`src/hw/rtl/stli_pkg.sv`:
```
// Shared types and constants for the sorted table linear interpolator.
package stli_pkg;

  localparam int unsigned XW = 16;
  localparam int unsigned YW = 16;
  localparam int unsigned MW = 16;
  localparam int unsigned PW = 2 * MW;

  typedef enum logic [1:0] {
    CMD_CLEAR = 2'd0,
    CMD_LOAD  = 2'd1,
    CMD_QUERY = 2'd2,
    CMD_NONE  = 2'd3
  } cmd_e;

  typedef enum logic [1:0] {
    ST_OK    = 2'd0,
    ST_RANGE = 2'd1,
    ST_EMPTY = 2'd2,
    ST_FULL  = 2'd3
  } status_e;

  typedef struct packed {
    logic signed [XW-1:0] x;
    logic signed [YW-1:0] y;
  } pair_t;

  typedef struct packed {
    logic          start;
    logic [PW-1:0] dividend;
    logic [MW-1:0] divisor;
  } div_req_t;

  typedef struct packed {
    logic          done;
    logic [PW-1:0] quotient;
  } div_rsp_t;

endpackage

```
`src/hw/rtl/stli_mem.sv`:
```
// Breakpoint pair memory with one write port and one registered read port.
module stli_mem
  import stli_pkg::*;
#(
  parameter int unsigned DEPTH = 64,
  parameter int unsigned AW    = 6
) (
  input  logic          clk_i,
  input  logic          we_i,
  input  logic [AW-1:0] waddr_i,
  input  pair_t         wdata_i,
  input  logic          re_i,
  input  logic [AW-1:0] raddr_i,
  output pair_t         rdata_o
);

  pair_t mem_q [DEPTH];
  pair_t rdata_q;

  always_ff @(posedge clk_i) begin
    if (we_i) begin
      mem_q[waddr_i] <= wdata_i;
    end
    if (re_i) begin
      rdata_q <= mem_q[raddr_i];
    end
  end

  assign rdata_o = rdata_q;

endmodule

```
`src/hw/rtl/stli_div.sv`:
```
// Restoring serial divider, one quotient bit per cycle.
module stli_div
  import stli_pkg::*;
(
  input  logic     clk_i,
  input  logic     rst_ni,
  input  div_req_t req_i,
  output div_rsp_t rsp_o
);

  localparam int unsigned CW = $clog2(PW + 1);

  logic [MW:0]   rem_q, rem_d;
  logic [PW-1:0] quo_q, quo_d;
  logic [MW-1:0] den_q, den_d;
  logic [CW-1:0] cnt_q, cnt_d;
  logic          busy_q, busy_d;
  logic          done_q, done_d;
  logic [MW:0]   trial;

  always_comb begin
    rem_d  = rem_q;
    quo_d  = quo_q;
    den_d  = den_q;
    cnt_d  = cnt_q;
    busy_d = busy_q;
    done_d = 1'b0;
    trial  = {rem_q[MW-1:0], quo_q[PW-1]};
    if (req_i.start) begin
      rem_d  = '0;
      quo_d  = req_i.dividend;
      den_d  = req_i.divisor;
      cnt_d  = CW'(PW);
      busy_d = 1'b1;
    end else if (busy_q) begin
      if (trial >= {1'b0, den_q}) begin
        rem_d = trial - {1'b0, den_q};
        quo_d = {quo_q[PW-2:0], 1'b1};
      end else begin
        rem_d = trial;
        quo_d = {quo_q[PW-2:0], 1'b0};
      end
      cnt_d = cnt_q - CW'(1);
      if (cnt_q == CW'(1)) begin
        busy_d = 1'b0;
        done_d = 1'b1;
      end
    end
  end

  always_ff @(posedge clk_i or negedge rst_ni) begin
    if (!rst_ni) begin
      busy_q <= 1'b0;
      done_q <= 1'b0;
      cnt_q  <= '0;
    end else begin
      busy_q <= busy_d;
      done_q <= done_d;
      cnt_q  <= cnt_d;
    end
  end

  always_ff @(posedge clk_i) begin
    rem_q <= rem_d;
    quo_q <= quo_d;
    den_q <= den_d;
  end

  assign rsp_o.done     = done_q;
  assign rsp_o.quotient = quo_q;

endmodule

```
`src/hw/rtl/sorted_table_linear_interpolator_top.sv`:
```
// Top level of the sorted table linear interpolator.
// The input channel carries one command per item: the command code in
// s_tuser_i and an x and y value in s_tdata_i. A clear empties the table,
// a load appends one breakpoint pair, and a query returns the exact or
// linearly interpolated y for the given x. Every item yields one result on
// the output channel with the y value in m_tdata_o and a status in m_tuser_o.
// Clear, load and unused commands go straight to the result state. A query
// on a sorted table reads one entry at a time while it scans for the
// bracketing pair, then forms the product in the multiply state and divides
// it on the serial divider. After loads the first query sorts the table in
// place with an exchange sort that runs entirely through the one pair memory.
// Reset empties the table and marks it sorted; the memory itself is not
// cleared. A finished result sits in an output register; while the receiver
// stalls, the next item is still accepted and processed, and its result
// waits until the output register frees.
module sorted_table_linear_interpolator_top
  import stli_pkg::*;
#(
  parameter int unsigned MAX_ENTRIES = 64
) (
  input  logic        clk_i,
  input  logic        rst_ni,
  input  logic        s_tvalid_i,
  output logic        s_tready_o,
  input  logic [31:0] s_tdata_i,  // x_value[15:0], y_value[31:16]
  input  logic [1:0]  s_tuser_i,  // command[1:0]
  output logic        m_tvalid_o,
  input  logic        m_tready_i,
  output logic [15:0] m_tdata_o,  // y_result[15:0]
  output logic [1:0]  m_tuser_o   // status[1:0]
);

  localparam int unsigned AW = (MAX_ENTRIES > 1) ? $clog2(MAX_ENTRIES) : 1;
  localparam int unsigned CW = $clog2(MAX_ENTRIES + 1);
  localparam logic [CW-1:0] MaxCnt = CW'(MAX_ENTRIES);

  typedef enum logic [10:0] {
    S_IDLE = 11'b00000000001,
    S_SI   = 11'b00000000010,
    S_SIL  = 11'b00000000100,
    S_SJ   = 11'b00000001000,
    S_SJC  = 11'b00000010000,
    S_SW   = 11'b00000100000,
    S_QRD  = 11'b00001000000,
    S_QCHK = 11'b00010000000,
    S_MUL  = 11'b00100000000,
    S_DIV  = 11'b01000000000,
    S_RES  = 11'b10000000000
  } state_e;

  state_e        state_q, state_d;
  logic [CW-1:0] cnt_q, cnt_d;
  logic          sorted_q, sorted_d;
  logic [CW-1:0] i_q, i_d, j_q, j_d;
  logic signed [XW-1:0] qx_q, qx_d;
  pair_t         p_q, p_d, lo_q, lo_d, hi_q, hi_d;
  logic [YW-1:0] ry_q, ry_d;
  status_e       rst_q, rst_d;
  logic [PW-1:0] prod_q, prod_d;
  logic [MW-1:0] den_q, den_d;
  logic          neg_q, neg_d;
  logic          ov_q, ov_d;
  logic [YW-1:0] oy_q;
  status_e       ost_q;

  logic          we, re;
  logic [AW-1:0] waddr, raddr;
  pair_t         wdata, rdata;
  div_req_t      dreq;
  div_rsp_t      drsp;

  logic          s_fire;
  logic [XW:0]   a_w, d_w;
  logic signed [YW:0] b_w;
  logic [MW-1:0] babs;
  logic signed [YW+1:0] sum_w;
  logic [CW:0]   inc_i, inc_j;

  assign s_fire = s_tvalid_i && s_tready_o;
  assign s_tready_o = (state_q == S_IDLE);

  stli_mem #(.DEPTH(MAX_ENTRIES), .AW(AW)) u_mem (
    .clk_i   (clk_i),
    .we_i    (we),
    .waddr_i (waddr),
    .wdata_i (wdata),
    .re_i    (re),
    .raddr_i (raddr),
    .rdata_o (rdata)
  );

  stli_div u_div (
    .clk_i  (clk_i),
    .rst_ni (rst_ni),
    .req_i  (dreq),
    .rsp_o  (drsp)
  );

  always_comb begin
    state_d  = state_q;
    cnt_d    = cnt_q;
    sorted_d = sorted_q;
    i_d      = i_q;
    j_d      = j_q;
    qx_d     = qx_q;
    p_d      = p_q;
    lo_d     = lo_q;
    hi_d     = hi_q;
    ry_d     = ry_q;
    rst_d    = rst_q;
    prod_d   = prod_q;
    den_d    = den_q;
    neg_d    = neg_q;
    we       = 1'b0;
    waddr    = '0;
    wdata    = p_q;
    re       = 1'b0;
    raddr    = '0;
    dreq     = '0;
    inc_i    = {1'b0, i_q} + (CW+1)'(1);
    inc_j    = {1'b0, j_q} + (CW+1)'(1);
    a_w      = {hi_q.x[XW-1], hi_q.x} - {qx_q[XW-1], qx_q};
    d_w      = {hi_q.x[XW-1], hi_q.x} - {lo_q.x[XW-1], lo_q.x};
    b_w      = {lo_q.y[YW-1], lo_q.y} - {hi_q.y[YW-1], hi_q.y};
    babs     = b_w[YW] ? MW'(-b_w) : MW'(b_w);
    sum_w    = neg_q ? ({{2{hi_q.y[YW-1]}}, hi_q.y} - {2'b00, drsp.quotient[YW-1:0]})
                     : ({{2{hi_q.y[YW-1]}}, hi_q.y} + {2'b00, drsp.quotient[YW-1:0]});
    ov_d     = ov_q;

    case (state_q)
      S_IDLE: begin
        if (s_fire) begin
          ry_d    = '0;
          rst_d   = ST_OK;
          state_d = S_RES;
          case (cmd_e'(s_tuser_i))
            CMD_CLEAR: begin
              cnt_d    = '0;
              sorted_d = 1'b1;
            end
            CMD_LOAD: begin
              if (cnt_q == MaxCnt) begin
                rst_d = ST_FULL;
              end else begin
                we       = 1'b1;
                waddr    = cnt_q[AW-1:0];
                wdata.x  = s_tdata_i[15:0];
                wdata.y  = s_tdata_i[31:16];
                cnt_d    = cnt_q + CW'(1);
                sorted_d = 1'b0;
              end
            end
            CMD_QUERY: begin
              qx_d = s_tdata_i[15:0];
              i_d  = '0;
              if (cnt_q == '0) begin
                rst_d = ST_EMPTY;
              end else if (!sorted_q) begin
                state_d = S_SI;
              end else begin
                state_d = S_QRD;
              end
            end
            default: ;
          endcase
        end
      end
      S_SI: begin
        if (inc_i >= {1'b0, cnt_q}) begin
          sorted_d = 1'b1;
          i_d      = '0;
          state_d  = S_QRD;
        end else begin
          re      = 1'b1;
          raddr   = i_q[AW-1:0];
          j_d     = inc_i[CW-1:0];
          state_d = S_SIL;
        end
      end
      S_SIL: begin
        p_d     = rdata;
        state_d = S_SJ;
      end
      S_SJ: begin
        re      = 1'b1;
        raddr   = j_q[AW-1:0];
        state_d = S_SJC;
      end
      S_SJC: begin
        if (rdata.x < p_q.x) begin
          we    = 1'b1;
          waddr = j_q[AW-1:0];
          wdata = p_q;
          p_d   = rdata;
        end
        if (inc_j < {1'b0, cnt_q}) begin
          j_d     = inc_j[CW-1:0];
          state_d = S_SJ;
        end else begin
          state_d = S_SW;
        end
      end
      S_SW: begin
        we      = 1'b1;
        waddr   = i_q[AW-1:0];
        wdata   = p_q;
        i_d     = inc_i[CW-1:0];
        state_d = S_SI;
      end
      S_QRD: begin
        re      = 1'b1;
        raddr   = i_q[AW-1:0];
        state_d = S_QCHK;
      end
      S_QCHK: begin
        if (rdata.x == qx_q) begin
          ry_d    = rdata.y;
          rst_d   = ST_OK;
          state_d = S_RES;
        end else if (rdata.x > qx_q) begin
          if (i_q == '0) begin
            ry_d    = '0;
            rst_d   = ST_RANGE;
            state_d = S_RES;
          end else begin
            lo_d    = p_q;
            hi_d    = rdata;
            state_d = S_MUL;
          end
        end else begin
          p_d = rdata;
          if (inc_i < {1'b0, cnt_q}) begin
            i_d     = inc_i[CW-1:0];
            state_d = S_QRD;
          end else begin
            ry_d    = '0;
            rst_d   = ST_RANGE;
            state_d = S_RES;
          end
        end
      end
      S_MUL: begin
        prod_d  = a_w[MW-1:0] * babs;
        den_d   = d_w[MW-1:0];
        neg_d   = b_w[YW];
        state_d = S_DIV;
        ov_d    = 1'b0;
      end
      S_DIV: begin
        if (!ov_q) begin
          dreq.start    = 1'b1;
          dreq.dividend = prod_q;
          dreq.divisor  = den_q;
          ov_d          = 1'b1;
        end else if (drsp.done) begin
          rst_d   = ST_OK;
          state_d = S_RES;
          if (sum_w > 18'sd32767) begin
            ry_d = 16'h7fff;
          end else if (sum_w < -18'sd32768) begin
            ry_d = 16'h8000;
          end else begin
            ry_d = sum_w[YW-1:0];
          end
        end
      end
      S_RES: begin
        if (!m_tvalid_o || m_tready_i) begin
          state_d = S_IDLE;
        end
      end
      default: state_d = S_IDLE;
    endcase
  end

  always_ff @(posedge clk_i or negedge rst_ni) begin
    if (!rst_ni) begin
      state_q    <= S_IDLE;
      cnt_q      <= '0;
      sorted_q   <= 1'b1;
      m_tvalid_o <= 1'b0;
      ov_q       <= 1'b0;
    end else begin
      state_q  <= state_d;
      cnt_q    <= cnt_d;
      sorted_q <= sorted_d;
      ov_q     <= ov_d;
      if (state_q == S_RES && (!m_tvalid_o || m_tready_i)) begin
        m_tvalid_o <= 1'b1;
      end else if (m_tready_i) begin
        m_tvalid_o <= 1'b0;
      end
    end
  end

  always_ff @(posedge clk_i) begin
    i_q    <= i_d;
    j_q    <= j_d;
    qx_q   <= qx_d;
    p_q    <= p_d;
    lo_q   <= lo_d;
    hi_q   <= hi_d;
    ry_q   <= ry_d;
    rst_q  <= rst_d;
    prod_q <= prod_d;
    den_q  <= den_d;
    neg_q  <= neg_d;
    if (state_q == S_RES && (!m_tvalid_o || m_tready_i)) begin
      oy_q  <= ry_q;
      ost_q <= rst_q;
    end
  end

  assign m_tdata_o = oy_q;
  assign m_tuser_o = ost_q;

endmodule

```
`config.mk`:
```
export PLATFORM = sky130hd
export DESIGN_NAME = sorted_table_linear_interpolator_top
export DESIGN_NICKNAME = d
export VERILOG_FILES = /design/src/hw/rtl/stli_pkg.sv /design/src/hw/rtl/stli_mem.sv /design/src/hw/rtl/stli_div.sv /design/src/hw/rtl/sorted_table_linear_interpolator_top.sv
export SDC_FILE = /design/constraint.sdc
export NUM_CORES = 2
export LEC_CHECK = 0
export BUFFER_PORTS_ARGS = -buffer_cell sky130_fd_sc_hd__buf_4
export CAP_MARGIN = 10
export CORE_MARGIN = 1
export CORE_UTILIZATION = 25
export CTS_CLUSTER_DIAMETER = 100
export CTS_CLUSTER_SIZE = 16
export DETAILED_ROUTE_END_ITERATION = 10
export PLACE_DENSITY = 0.49
export SYNTH_ARGS = -nofsm -noshare
export SYNTH_HDL_FRONTEND = slang
export SYNTH_SLANG_ARGS = --single-unit
export TNS_END_PERCENT = 100
```
`constraint.sdc`:
```
create_clock -name clk_i -period 11.67 [get_ports clk_i]
set_input_delay 1.167 -clock clk_i [delete_from_list [all_inputs] [get_ports clk_i]]
set_output_delay 1.167 -clock clk_i [all_outputs]
set_load 0.05 [all_outputs]
```
==> flow_metrics.py <==
metrics = {
    "status": {
        "status": "complete, no violations",
    },
    "sta": {
        "clock_skew_ns": 0.0928,
        "min_period_over_period": 0.862,
        "finalSetupTns_ns": 0,
        "setup-violations-final": 0,
        "hold_violations": 0,
        "tightest_slew_ns": 1.30,
        "finalMaxSlewViolations": 0,
        "achievable-frequency_mhz": 99.4,
        "maxSlewHeadroom": 0.132,
        "worst_slack_ns": 1.61,
        "rsz0062_at_grt": "no",
        "finalCriticalPeriod_ns": 10.06,
    },
    "global_route": {
        "grt_max_degree": 99,
        "gr-total-overflow": 0,
        "grt_pass1_vias": 63520,
        "grt_pass1_wl_mm": 484,
        "grt_usage": 0.157,
        "antenna_found_initial": 20,
    },
    "floorplanning": {
        "fp.dieW_um": 652,
        "ios": 58,
        "std_cell_rows": 238,
        "dieArea_um2": 425000,
        "initial_core_util": 0.251,
        "coreArea_um2": 420000,
        "die_h_um": 652,
    },
    "cells_and_area": {
        "nets": 8000,
        "drive_above_1_share": 0.117,
        "syn2layout_area_growth_pct": 12.7,
    },
    "cts": {
        "clkTransAtPathRegs_ns": 0.08,
        "cts_sinks": 2384,
        "htree_levels": 4,
        "numCtsBuffers": 179,
        "cts.path.max_buffers": 4,
        "hold_buffers": 0,
        "postCtsSetupRepairBufs": 0,
        "cts_root_buffer": "clkbuf_16",
        "post_cts_resized": 0,
        "clock_latency_ns": 0.90,
        "cts_tree": "built",
    },
    "placement": {
        "portBuffers": 57,
        "hpwl_mm": 209,
        "dp_slack_ns": 1.45,
        "gp_congestion": 0.841,
    },
    "job": {
        "cap_violations": 0,
    },
    "synthesis": {
        "yosysWarnings": 0,
        "synth.ff_latch_count": 2384,
        "syn_area_um2": 106000,
        "synth.avg_cell_area_um2": 14.3,
        "synth_edf_count": 2339,
        "synthCells": 7410,
        "yosysSeqAreaShare": 0.675,
        "synthFlopType": "edfxtp_1",
        "syn-num-nets": 7886,
        "async_reset_ff_frac": 0.0122,
        "yosysUniqueCellTypes": 95,
    },
    "hold_path": {
        "min_path_type": "input pin to async pin",
    },
    "routing": {
        "wl_per_cell_um": 25.9,
        "wirelength_mm": 342,
        "drc": 0,
        "vias": 64010,
        "drtIter0Drc": 7623,
        "viasPerCell": 4.85,
        "first_pass_iters": 6,
        "detail-route-antenna-nets": 0,
    },
    "pwr": {
        "ir_worst_vdd_uv": 498,
        "p_per_area_nw_per_um2": 185,
        "p_leak_nw": 40.6,
    },
    "setup_path": {
        "worstPathRequired_ns": 12.26,
        "critPathLaunchType": "register",
        "critical_path_class": "register to register",
        "critPathMaxFanout": 11,
        "critPathArrivalTime_ns": 10.65,
        "critPathMaxStageDelay_ns": 0.80,
        "crit_path_top_delay_cell": "xnor2_1",
        "crit_path_end_kind": "register",
        "crit_top_cell": "fa_1",
    },
}
[flip-flops by register name, indices dropped and copies added (netlist names), 2 cells and up]
register       count
den_q             16
u_div.den_q       16
p_q               32
u_mem.mem_q     2048
state_q           11
i_q                7
u_div.quo_q       32
prod_q            32
m_tuser_o          2
u_div.rem_q       16
u_div.cnt_q        6
qx_q              16
lo_q              32
ry_q              16
cnt_q              7
rst_q              2
m_tdata_o         16
j_q                7
u_mem.rdata_o     32
hi_q              32
[worst max-delay path, delay by kind of cell (launching register included)]
kind                     cells  cell delay [ns]
XOR/XNOR                     2             0.88
AO/OA/AOI/OAI               15             3.64
AND/OR/NAND/NOR              4             0.47
buffers and inverters        6             0.58
flip-flops                   1             0.36
adder cells (fa/ha/maj)      9             3.89
[report_power, final]
part | total [mW] | internal [mW] | switching [mW]
clock | 5.76 | 2.80 | 2.96
sequential | 9.98 | 9.91 | 0.0767
combinational | 6.27 | 2.49 | 3.78
[worst paths after layout]
path | start | to | slack [ns] | cells after the start
min in group clk_i | ry_q[3] | m_tdata_o[3] | 0.40 | 0
max in group asynchronous | rst_ni | state_q[0] | 11.08 | 1
worst max register to register | lo_q[0] | prod_q[30] | 1.61 | 36
worst min-delay path | rst_ni | u_div.done_q | 0.26 | 1
worst max-delay path | lo_q[0] | prod_q[30] | 1.61 | 36
worst min register to register | ry_q[3] | m_tdata_o[3] | 0.40 | 0
[through the flow]
step                      std cells  utilization  cell area, um2  hold WS (ns)  power (mW)
after floorplan                7410            -          106000         0.400        14.6
after global placement        12980        0.272          114000         0.411        16.4
after detailed placement      12980        0.272          114000         0.406        16.4
after CTS                     13189        0.283          119000         0.210        22.2
after global routing          13192        0.283          119000         0.250        23.3
final                         13196        0.283          119000         0.259        22.0
[cells in the mapped netlist, drive strengths merged (17+ instances only)]
cell,number,area share
dfrtp,27,0.0064
a32oi,20,0.0017
xnor2,107,0.0089
mux2i,94,0.0089
o21ai,126,0.0060
and3,57,0.0034
a221oi,21,0.0018
a211oi,22,0.0016
xor2,42,0.0035
fa,199,0.038
a311oi,17,0.0014
nor3,56,0.0027
a21oi,255,0.012
mux4,229,0.049
nand2,1397,0.050
edfxtp,2339,0.67
nand3,412,0.020
buf,174,0.0085
and2,55,0.0033
nand4,61,0.0036
o2111ai,19,0.0016
nor2,270,0.0096
nand2b,39,0.0023
a31oi,80,0.0047
ha,239,0.028
a22oi,78,0.0056
clkbuf,179,0.0064
o211ai,32,0.0023
nor2b,41,0.0024
inv,381,0.014
or3,17,0.0011
a22o,27,0.0022
a21o,51,0.0036
[cells in the final DEF (no fill, tap or decap), types with 56 or more instances in the layout]
master     count
edfxtp_1    2339
nand2_1     1379
nand3_1      412
inv_1        379
buf_4        274
a21oi_1      249
ha_1         239
mux4_2       229
nor2_1       203
fa_1         199
clkbuf_16    181
xnor2_1      107
o21ai_0      100
mux2i_1       94
a31oi_1       79
a22oi_1       74
nor2_4        63
nand4_1       61
and3_1        56
[routing by layer]
metal  global-route usage  part of all wire
met1                0.212              0.42
met2                0.261              0.48
met3               0.0223             0.068
met4               0.0459             0.032
met5                    0           0.00014
[cells by family after synthesis]
family                   after synthesis  share of synthesized area
adder cells (fa/ha/maj)              438                     0.0660
buffers and inverters                734                     0.0284
AND/OR/NAND/NOR                     2473                      0.103
XOR/XNOR                             149                     0.0124
AO/OA/AOI/OAI                        903                     0.0571
flip-flops                          2384                      0.675
multiplexers                         329                     0.0584
[final cells by class]
cell class                 instances  area, um2
fill                           42581     301000
sequential                      2384      71300
multi-input combinational       4292      32200
tap                             5640       7060
clock buffer                     192       4570
timing repair buffer             286       2300
inverter                         381       1430
clock inverter                    17        216
antenna                            4       10.0
(Power assumes the default switching activity.)
